$ cat src/design/ioi_pkg.sv
// Shared types and constants for the interval overlay insert block.
// No dependencies; ioi_split and interval_overlay_insert refer to this package by scoped name.
package ioi_pkg;

  localparam int COL_BITS      = 16;
  localparam int TAG_BITS      = 8;
  localparam int MAX_SPANS_DEF = 32;

  localparam logic [1:0] ST_OK         = 2'd0;
  localparam logic [1:0] ST_EMPTY_SPAN = 2'd1;
  localparam logic [1:0] ST_FULL       = 2'd2;

  localparam logic OP_INSERT = 1'b0;
  localparam logic OP_CLEAR  = 1'b1;

  typedef struct packed {
    logic                operation;
    logic [COL_BITS-1:0] span_start;
    logic [COL_BITS-1:0] span_end;
    logic [TAG_BITS-1:0] span_tag;
  } item_in_t;

  typedef struct packed {
    logic                entry_valid;
    logic [COL_BITS-1:0] entry_start;
    logic [COL_BITS-1:0] entry_end;
    logic [TAG_BITS-1:0] entry_tag;
    logic [1:0]          status;
    logic                last_entry;
  } item_out_t;

  typedef struct packed {
    logic [COL_BITS-1:0] col_lo;
    logic [COL_BITS-1:0] col_hi;
    logic [TAG_BITS-1:0] tag;
  } span_t;

  typedef struct packed {
    logic       we;
    span_t      wdata;
    logic       set_new;
    logic       advance;
    logic [1:0] ph_next;
  } walk_act_t;

endpackage

$ cat src/design/ioi_ram.sv
// Generic simple dual-port RAM: one write port, one read port, registered read.
// No dependencies.
module ioi_ram #(
  parameter int WIDTH = 8,
  parameter int DEPTH = 64
) (
  input  logic                     clk,
  input  logic                     we,
  input  logic [$clog2(DEPTH)-1:0] waddr,
  input  logic [WIDTH-1:0]         wdata,
  input  logic [$clog2(DEPTH)-1:0] raddr,
  output logic [WIDTH-1:0]         rdata
);

  logic [WIDTH-1:0] mem [DEPTH];

  always_ff @(posedge clk) begin
    if (we) begin
      mem[waddr] <= wdata;
    end
    rdata <= mem[raddr];
  end

endmodule

$ cat src/design/ioi_split.sv
// Per-span rewrite step: picks the next left remnant, new span or right remnant to write.
// Depends on ioi_pkg.
module ioi_split (
  input  ioi_pkg::span_t                   cur,
  input  logic [ioi_pkg::COL_BITS-1:0]     ins_lo,
  input  logic [ioi_pkg::COL_BITS-1:0]     ins_hi,
  input  logic [ioi_pkg::TAG_BITS-1:0]     ins_tag,
  input  logic [1:0]                       ph,
  input  logic                             new_done,
  output ioi_pkg::walk_act_t               act
);

  logic sl, sr, sn, a0, a1, a2;

  assign sl = cur.col_lo < ins_lo;
  assign sr = cur.col_hi > ins_hi;
  assign sn = sr && !new_done;
  assign a0 = (ph == 2'd0) && sl;
  assign a1 = (ph <= 2'd1) && sn;
  assign a2 = (ph <= 2'd2) && sr;

  always_comb begin
    act = '0;
    if (a0) begin
      act.we           = 1'b1;
      act.wdata.col_lo = cur.col_lo;
      act.wdata.col_hi = (cur.col_hi < ins_lo) ? cur.col_hi : ins_lo;
      act.wdata.tag    = cur.tag;
      act.advance      = !(a1 || a2);
      act.ph_next      = 2'd1;
    end else if (a1) begin
      act.we           = 1'b1;
      act.wdata.col_lo = ins_lo;
      act.wdata.col_hi = ins_hi;
      act.wdata.tag    = ins_tag;
      act.set_new      = 1'b1;
      act.advance      = !a2;
      act.ph_next      = 2'd2;
    end else if (a2) begin
      act.we           = 1'b1;
      act.wdata.col_lo = (cur.col_lo > ins_hi) ? cur.col_lo : ins_hi;
      act.wdata.col_hi = cur.col_hi;
      act.wdata.tag    = cur.tag;
      act.advance      = 1'b1;
      act.ph_next      = 2'd3;
    end else begin
      act.advance      = 1'b1;
    end
  end

endmodule

$ cat src/design/interval_overlay_insert.sv
// Top level of the interval overlay insert block: sequencer, span store, result port.
// Depends on ioi_pkg, ioi_ram and ioi_split.
//
//   channel   handshake               payload
//   command   start / busy            cmd    (item_in_t)
//   result    result_strobe           result (item_out_t)
//
// An insert walks the stored list once (skipped on an empty list), writing each
// left remnant, the new span and the far half of a split into the other bank;
// S_FIN writes the new span if still pending, then one beat per cycle is emitted.
// A clear emits one empty beat; a refused empty span re-emits the stored list,
// or one empty beat when the list is empty.
// The list lives in two banks of one RAM; an insert that fits swaps banks, a refused one does not.
// Reset empties the list. The receiver cannot stall; busy holds off commands.
module interval_overlay_insert #(
  parameter int MAX_SPANS = ioi_pkg::MAX_SPANS_DEF
) (
  input  logic               clk,
  input  logic               rst,
  input  logic               start,
  output logic               busy,
  input  ioi_pkg::item_in_t  cmd,
  output logic               result_strobe,
  output ioi_pkg::item_out_t result
);

  localparam int IW = (MAX_SPANS > 1) ? $clog2(MAX_SPANS) : 1;
  localparam int CW = $clog2(MAX_SPANS + 1);
  localparam int WW = $clog2(2 * MAX_SPANS + 2);
  localparam int DW = $bits(ioi_pkg::span_t);

  typedef enum logic [4:0] {
    S_IDLE  = 5'b00001,
    S_WALK  = 5'b00010,
    S_FIN   = 5'b00100,
    S_EMIT  = 5'b01000,
    S_EMPTY = 5'b10000
  } state_t;

  state_t                       state;
  ioi_pkg::item_in_t            item;
  logic                         bank;
  logic                         ebank;
  logic [CW-1:0]                cnt;
  logic [CW-1:0]                ecnt;
  logic [CW-1:0]                k;
  logic [CW-1:0]                j;
  logic [WW-1:0]                wn;
  logic [1:0]                   ph;
  logic                         new_done;
  logic [1:0]                   st;
  logic                         last;
  logic                         empty;
  logic [CW-1:0]                k_next;
  logic [WW-1:0]                total;
  logic                         we;
  logic [IW:0]                  waddr;
  logic [IW:0]                  raddr;
  ioi_pkg::span_t               wdata;
  ioi_pkg::span_t               rdata;
  ioi_pkg::walk_act_t           act;

  ioi_split u_split (
    .cur      (rdata),
    .ins_lo   (item.span_start),
    .ins_hi   (item.span_end),
    .ins_tag  (item.span_tag),
    .ph       (ph),
    .new_done (new_done),
    .act      (act)
  );

  ioi_ram #(
    .WIDTH (DW),
    .DEPTH (2 * (1 << IW))
  ) u_ram (
    .clk   (clk),
    .we    (we),
    .waddr (waddr),
    .wdata (wdata),
    .raddr (raddr),
    .rdata (rdata)
  );

  assign k_next = k + CW'(1);
  assign total  = new_done ? wn : wn + WW'(1);

  always_comb begin
    raddr = {bank, IW'(0)};
    case (state)
      S_WALK:  raddr = {bank, act.advance ? k_next[IW-1:0] : k[IW-1:0]};
      S_EMIT:  raddr = {ebank, j[IW-1:0]};
      default: raddr = {bank, IW'(0)};
    endcase
  end

  always_comb begin
    we    = 1'b0;
    wdata = act.wdata;
    waddr = {~bank, wn[IW-1:0]};
    if (state == S_WALK) begin
      we = act.we && (wn < WW'(MAX_SPANS));
    end else if (state == S_FIN) begin
      we                = !new_done && (wn < WW'(MAX_SPANS));
      wdata.col_lo      = item.span_start;
      wdata.col_hi      = item.span_end;
      wdata.tag         = item.span_tag;
    end
  end

  always_ff @(posedge clk) begin
    if (rst) begin
      state         <= S_IDLE;
      bank          <= 1'b0;
      cnt           <= '0;
      result_strobe <= 1'b0;
    end else begin
      result_strobe <= (state == S_EMIT) || (state == S_EMPTY);
      case (state)
        S_IDLE: begin
          if (start) begin
            item     <= cmd;
            k        <= '0;
            j        <= '0;
            wn       <= '0;
            ph       <= 2'd0;
            new_done <= 1'b0;
            ebank    <= bank;
            ecnt     <= cnt;
            if (cmd.operation == ioi_pkg::OP_CLEAR) begin
              cnt   <= '0;
              st    <= ioi_pkg::ST_OK;
              state <= S_EMPTY;
            end else if (cmd.span_start >= cmd.span_end) begin
              st    <= ioi_pkg::ST_EMPTY_SPAN;
              state <= (cnt == '0) ? S_EMPTY : S_EMIT;
            end else begin
              state <= (cnt == '0) ? S_FIN : S_WALK;
            end
          end
        end
        S_WALK: begin
          if (act.we) begin
            wn <= wn + WW'(1);
          end
          if (act.set_new) begin
            new_done <= 1'b1;
          end
          if (act.advance) begin
            k  <= k_next;
            ph <= 2'd0;
            if (k_next == cnt) begin
              state <= S_FIN;
            end
          end else begin
            ph <= act.ph_next;
          end
        end
        S_FIN: begin
          if (total > WW'(MAX_SPANS)) begin
            st    <= ioi_pkg::ST_FULL;
            ebank <= bank;
            ecnt  <= cnt;
            state <= (cnt == '0) ? S_EMPTY : S_EMIT;
          end else begin
            st    <= ioi_pkg::ST_OK;
            bank  <= ~bank;
            ebank <= ~bank;
            cnt   <= total[CW-1:0];
            ecnt  <= total[CW-1:0];
            state <= S_EMIT;
          end
        end
        S_EMIT: begin
          empty         <= 1'b0;
          last          <= (j + CW'(1) == ecnt);
          j             <= j + CW'(1);
          if (j + CW'(1) == ecnt) begin
            state <= S_IDLE;
          end
        end
        S_EMPTY: begin
          empty         <= 1'b1;
          last          <= 1'b1;
          state         <= S_IDLE;
        end
        default: state <= S_IDLE;
      endcase
    end
  end

  assign busy = (state != S_IDLE);

  always_comb begin
    result.entry_valid = !empty;
    result.entry_start = empty ? '0 : rdata.col_lo;
    result.entry_end   = empty ? '0 : rdata.col_hi;
    result.entry_tag   = empty ? '0 : rdata.tag;
    result.status      = st;
    result.last_entry  = last;
  end

  a_count_bound: assert property (@(posedge clk) disable iff (rst)
    cnt <= CW'(MAX_SPANS))
    else $error("span count above capacity");

  a_last_ends_run: assert property (@(posedge clk) disable iff (rst)
    result_strobe && result.last_entry |=> !result_strobe)
    else $error("beat follows last beat of a run");

  a_walk_quiet: assert property (@(posedge clk) disable iff (rst)
    (state == S_WALK || state == S_FIN) |-> !result_strobe)
    else $error("beat emitted while rewriting list");

  a_refuse_keeps: assert property (@(posedge clk) disable iff (rst)
    state == S_FIN && total > WW'(MAX_SPANS) |=> $stable(bank))
    else $error("bank swapped on refused insert");

endmodule

$ cat config.mk
export PLATFORM = sky130hd
export DESIGN_NAME = interval_overlay_insert
export DESIGN_NICKNAME = d
export VERILOG_FILES = /design/src/design/ioi_pkg.sv /design/src/design/ioi_ram.sv /design/src/design/ioi_split.sv /design/src/design/interval_overlay_insert.sv
export SDC_FILE = /design/constraint.sdc
export NUM_CORES = 2
export LEC_CHECK = 0
export BUFFER_PORTS_ARGS = -buffer_cell sky130_fd_sc_hd__clkbuf_2
export CAP_MARGIN = 5
export CORE_MARGIN = 2
export CORE_UTILIZATION = 36
export DETAILED_ROUTE_END_ITERATION = 12
export PLACE_DENSITY = 0.5
export REMOVE_ABC_BUFFERS = 1
export SLEW_MARGIN = 20
export SYNTH_ARGS = -nofsm -noshare
export SYNTH_HDL_FRONTEND = slang
export SYNTH_SLANG_ARGS = --single-unit
$ cat constraint.sdc
create_clock -name clk -period 9.85 [get_ports clk]
set_input_delay 0.4925 -clock clk [delete_from_list [all_inputs] [get_ports clk]]
set_output_delay 0.4925 -clock clk [all_outputs]
set_load 0.01 [all_outputs]
Word level (Yosys, flattened, before mapping):

Memories as Yosys holds them, arrays and structs flattened. A register that Yosys moved wholly into a read port is not among the register bits.
Index checks and enable logic that the tools add are counted.

* flip-flop bits (word level): 86
* latch bits: 0
* bits in writable memories: 2560
* ROM bits: 0
* input port bits: 44
* output and inout port bits: 46
* word-level logic and storage cells: 138
* memories: 1

Memory list
* u_ram.mem: words 64, width 40, read ports 1, clocked after memory_dff 1, wr ports 1, line ioi_ram.sv:15 `logic [WIDTH-1:0] mem [DEPTH];`

* $add $sub $neg: 3
* $mul: 0
* div/mod/pow operators: 0
* magnitude comparators: 9
* equal/unequal tests: 16
* shift-type cells: 0
* mux-type cells: 61
* bitwise gates (word level): 2
* reductions and logical operators: 29

Operators with widths (count)
* $mux W41: 3
* $mux W40: 2
* $mux W16: 4
* $pmux W6 S2: 5
* $mux W5: 9
* $mux W6: 6
* $gt A16 B16 Y1: 2
* $lt A16 B16 Y1: 2
* $mux W7: 3
* $pmux W5 S4: 1
* $reduce_and A4 Y1: 5
* $ge A16 B16 Y1: 1
* $reduce_and A3 Y1: 5
* $mux W2: 7
* $pmux W7 S2: 1
* $add A6 B1 Y6 const B: 2
* $eq A6 B6 Y1: 2
* $mux W1: 10
* $ne A2 B2 Y1 const B: 5
* $mux W3: 3
* $mux W8: 1
* $pmux W1 S2: 4
* $pmux W2 S2: 2
* $reduce_bool A2 Y1: 4
* 20 further kinds: 31

Longest topological paths before layout:

* word-level depth: 9
* gate-level depth with buffers: 20
* gate-level depth less buffers: 14

Hierarchy:

Synthesis repeated with hierarchy kept, for this count alone.

* cell total of the unflattened synthesis: 4906
* area, all modules: 104920.6 sq um

By module, submodules not included
* ioi_ram: times used 1, cells each 4195, area each 97836.3 sq um, sequential area each 77674.5 sq um
* interval_overlay_insert: times used 1, cells each 427, area each 4877.2 sq um, sequential area each 2452.4 sq um
* ioi_split: times used 1, cells each 284, area each 2207.1 sq um, sequential area each 0.0 sq um

Worst setup path after synthesis:

Ideal clock, no wire load.

* kind: register to register
* start point: reg item[37] (netlist bit)
* end point: mem u_ram.mem[0][34] (netlist bit) (data pin)
* setup time: 1.009 ns
* data arrival time: 6.365 ns
* data required time: 8.841 ns
* path slack: 2.477 ns
* stages on the path, launching flop included: 12
* buffers on the path: 2
* clock period less this slack: 7.373 ns
* path through: edfxtp_1 > inv_1 > ha_1 > a21o_1 > a21o_1 > a2111oi_2 > o21ai_1 > buf_2 > o21ai_0 > nand2_1 > clkbuf_1 > o311ai_0

* word-level cells in the longest chain between the ends: 5

Ends and longest elaborated chain
* start, declared: line interval_overlay_insert.sv:41 `ioi_pkg::item_in_t item;`
* start signal, assigned: line interval_overlay_insert.sv:122 `item <= cmd;`
* $lt A16 B16 Y1 *: line ioi_split.sv:15 `assign sl = cur.col_lo < ins_lo;`
* $logic_and A1 B1 Y1 *: line ioi_split.sv:18 `assign a0 = (ph == 2'd0) && sl;`
* $mux W41 *: line ioi_split.sv:24 `if (a0) begin`
* $mux W40: line interval_overlay_insert.sv:103 `end else if (state == S_FIN) begin`
* $mux W40 *: line interval_overlay_insert.sv:101 `if (state == S_WALK) begin`
* via u_ram.wdata[34]: line ioi_ram.sv:10 `input logic [WIDTH-1:0] wdata,`
* end, declared: line ioi_ram.sv:15

The timed path passes the listed nets; every way through them passes the cells marked *.

Final worst setup path:

* start point: reg item[33] (netlist bit)
* end point: reg u_ram.rdata[0] (read register of u_ram.mem)

* word-level cells in the longest chain between the ends: 5

Ends and longest elaborated chain
* $lt A16 B16 Y1: line ioi_split.sv:15
* $logic_and A1 B1 Y1: line ioi_split.sv:18
* $mux W3: line ioi_split.sv:24
* $mux W5: line interval_overlay_insert.sv:91 `S_WALK: raddr = {bank, act.advance ? k_next[IW-1:0] : k[IW-1:0]};`
* $pmux W6 S2: line interval_overlay_insert.sv:90 `case (state)`
* end, declared: line ioi_ram.sv:12 `output logic [WIDTH-1:0] rdata`

No other way between the ends.
A chain may end at the register's enable or synchronous reset.

==> impl_metrics.json <==
{
  "maxCapViolations": 0,
  "tightest_slew_ps": 1240,
  "grt_pass1_wl_microns": 530000,
  "cp_data_arrival_time_ps": 8240,
  "status": "complete, no violations",
  "die_w_microns": 550,
  "end_kind": "flop",
  "synth_area_per_cell_sq_um": 13.8,
  "yosys_register_bits": 2686,
  "skew_ps": 45.0,
  "min-delay-path-class": "primary input to flop",
  "dpl.hpwl_microns": 224000,
  "nNetsFinal": 8121,
  "cts_made_buffers": 294,
  "fmax_mhz": 133,
  "seq_area_frac_synth_pct": 74.7,
  "coreArea_sq_um": 297000,
  "totalPowerFinal_mw": 24.5,
  "ant_nets": 0,
  "cts_tree": "yes",
  "place_inst": 11599,
  "synthesis.area_sq_um": 107000,
  "via_count": 69210,
  "post-cts-setup-buffers": 0,
  "placement.io_buffers": 89,
  "synth_flop_cell": "edfxtp_1",
  "nFillCells": 27196,
  "syn_to_final_growth_pct": 14.7,
  "path_clk_slew_ps": 60,
  "clk-insertion-delay-late_ps": 880,
  "synthCells": 7790,
  "drv_slew": 0,
  "cts_max_level": 5,
  "drt-vias-per-instance": 5.69,
  "period_minus_slack_ps": 7520,
  "final_cells": 12168,
  "drt_pass1_iterations": 7,
  "cts_buffer_depth": 4,
  "synthArstFlopShare_pct": 0,
  "slew_headroom_pct": 15.2,
  "drc": 0,
  "wire_per_inst_microns": 31.8,
  "drtIter0Drc": 8820,
  "r2r_setup_slack_ps": 2330,
  "start_util_pct": 36.2,
  "grt_max_degree": 136,
  "grt_setup_unrepaired": "no",
  "place_congestion": 0.891,
  "synth_edf_count": 2633,
  "fp.dieArea_sq_um": 302000,
  "grt-busiest-layer": "met2",
  "drive_above_1_share_pct": 10.8,
  "setup_viol_count_final": 0,
  "yosys_warnings": 0,
  "hold_viol": 0,
  "clkSinkCount": 2686,
  "antenna_found_initial": 18,
  "use_met2_pct": 40.1,
  "fin_crit_sh_pct": 76.4,
  "powerDensity_nw_per_um2": 199,
  "crit_type": "flop to flop",
  "cp-start-kind": "flop",
  "peakVddDrop_mv": 0.141,
  "ios": 90,
  "fp.dieH_microns": 550,
  "p_leak_nw": 40.8,
  "first_global_vias": 65159,
  "rows": 200,
  "critPathMaxFanout": 30,
  "globalRouteOverflowTotal": 0,
  "yosys.cell_types.count": 85,
  "grt.total_usage_pct": 25.0,
  "postRouteWirelength_microns": 387000,
  "clock-root-buffer": "clkbuf_16",
  "met3_usage_pct": 4.07,
  "grt_util_met1_pct": 34.0,
  "required_ps": 10560
}
## per-layer routing
metal | vias to the layer above | wire length, microns | share of wire (%)
met1 | 35950 | 159000 | 41
met4 | 4 | 17100 | 4.4
met2 | 3078 | 181000 | 47
met5 | - | 23 | 0.0059
li1 | 29577 | - | -
met3 | 601 | 29400 | 7.6
## state kept, by name, summed over array words and instances, names as in the netlist
signal,count
u_ram.rdata,40
u_ram.mem,2560
item,40
ebank,1
empty,1
ecnt,6
last,1
j,6
wn,7
ph,2
new_done,1
state,5
cnt,6
bank,1
k,6
result_strobe,1
st,2
## worst max-delay path, stage by stage (launching register included)
cell and delay (ps):
edfxtp_1 430, inv_1 110, ha_1 240, a21oi_1 150
o21ai_0 260, a211oi_1 680, o21ai_2 380, a211oi_4 560
o32a_2 710, buf_4 590, nor3_4 100, buf_4 350
nand2_1 170, buf_4 490, a21oi_1 80, nor4_1 650
nand4_1 790, or3_1 580
## worst paths after layout
path	endpoint	start	depth (start not counted)
worst max register to register	u_ram.rdata[0]	item[33]	17
worst max-delay path	u_ram.rdata[0]	item[33]	17
worst min-delay path	item[22]	cmd[22]	1
worst min register to register	state[1]	state[1]	2
## layout by cell type, fill, tap and decap left out, types with 39 or more instances in the layout
cell and count:
a211oi_1 54, a21o_1 59, a21oi_1 378, a31oi_1 114, a32oi_1 49, and3_1 66
buf_4 213, clkbuf_1 71, clkbuf_16 299, clkbuf_2 89, clkinv_1 61, dfxtp_1 53
dlygate4sd3_1 40, edfxtp_1 2633, ha_1 81, inv_1 56, mux2i_1 306, nand2_1 1920
nand3_1 719, nand4_1 84, nor2_1 65, nor2_4 71, nor2b_1 46, nor3_1 39
nor4_1 55, o21ai_0 44, o22ai_1 104
## synthesized netlist by cell type, drive strengths merged, types with 56 or more instances
cell type,count,area [sq um]
a211oi,56,438
a21o,59,443
a21oi,384,1940
a31oi,114,713
and3,67,419
buf,306,1610
clkbuf,150,563
edfxtp,2633,79100
ha,81,1010
inv,56,210
mux2i,307,3080
nand2,1924,7220
nand3,720,3600
nand4,85,538
nor2,145,562
nor4,56,350
o22ai,104,651
## power breakdown
group	total, mW	switching, mW	internal (mW)
Sequential	13.0	0.0307	12.9
Clock	10.6	4.55	6.08
Combinational	0.939	0.786	0.153
Total	24.5	5.36	19.2
## cells by family (layout without fill, tap and decap cells)
group                      count (synthesis)  count (layout)  synth area share, %
and+or+nand+nor                         3184            3184                 12.9
AOI/OAI and AO/OA                        986             986                 5.96
adders and majority gates                 81              81                0.945
buffers and inverters                    512             938                 2.22
xor gates and xnor gates                  30              30                0.245
DFF                                     2686            2686                 74.7
other                                      0              13                    0
muxes                                    311             311                 2.93
## area by class of cell
cell class	count	area, sq um	area share (%)
multi-input cells	4592	25600	20.8
diodes	13	32.5	0.0265
clock inverters	143	1260	1.03
well taps	3939	4930	4.01
inverters	56	210	0.171
flip-flops and latches	2686	80100	65.2
repair buffers	366	2960	2.41
clock buffers	373	7790	6.34
## metrics by stage
stage          setup TNS (ps)  setup WS, ps  util, %  area (sq um)  hold slack (ps)
6_report                    0          2330     41.5        123000              183
5_1_grt                     0          2350     41.4        123000              129
4_1_cts                     0          2510     41.4        123000              134
3_5_place_dp                0          2540     38.2        113000              510
3_3_place_gp                0          2570     38.2        113000              505
2_1_floorplan         -874860        -26670        -        105000              463
## repair_timing
item | in CTS | in global routing
hold endpoints to repair | 40 | 0
setup endpoints to repair | 0 | 0
gates resized for setup | 0 | 0
hold buffers | 40 | 0
Note: power is estimated with default switching activity, not from simulation.
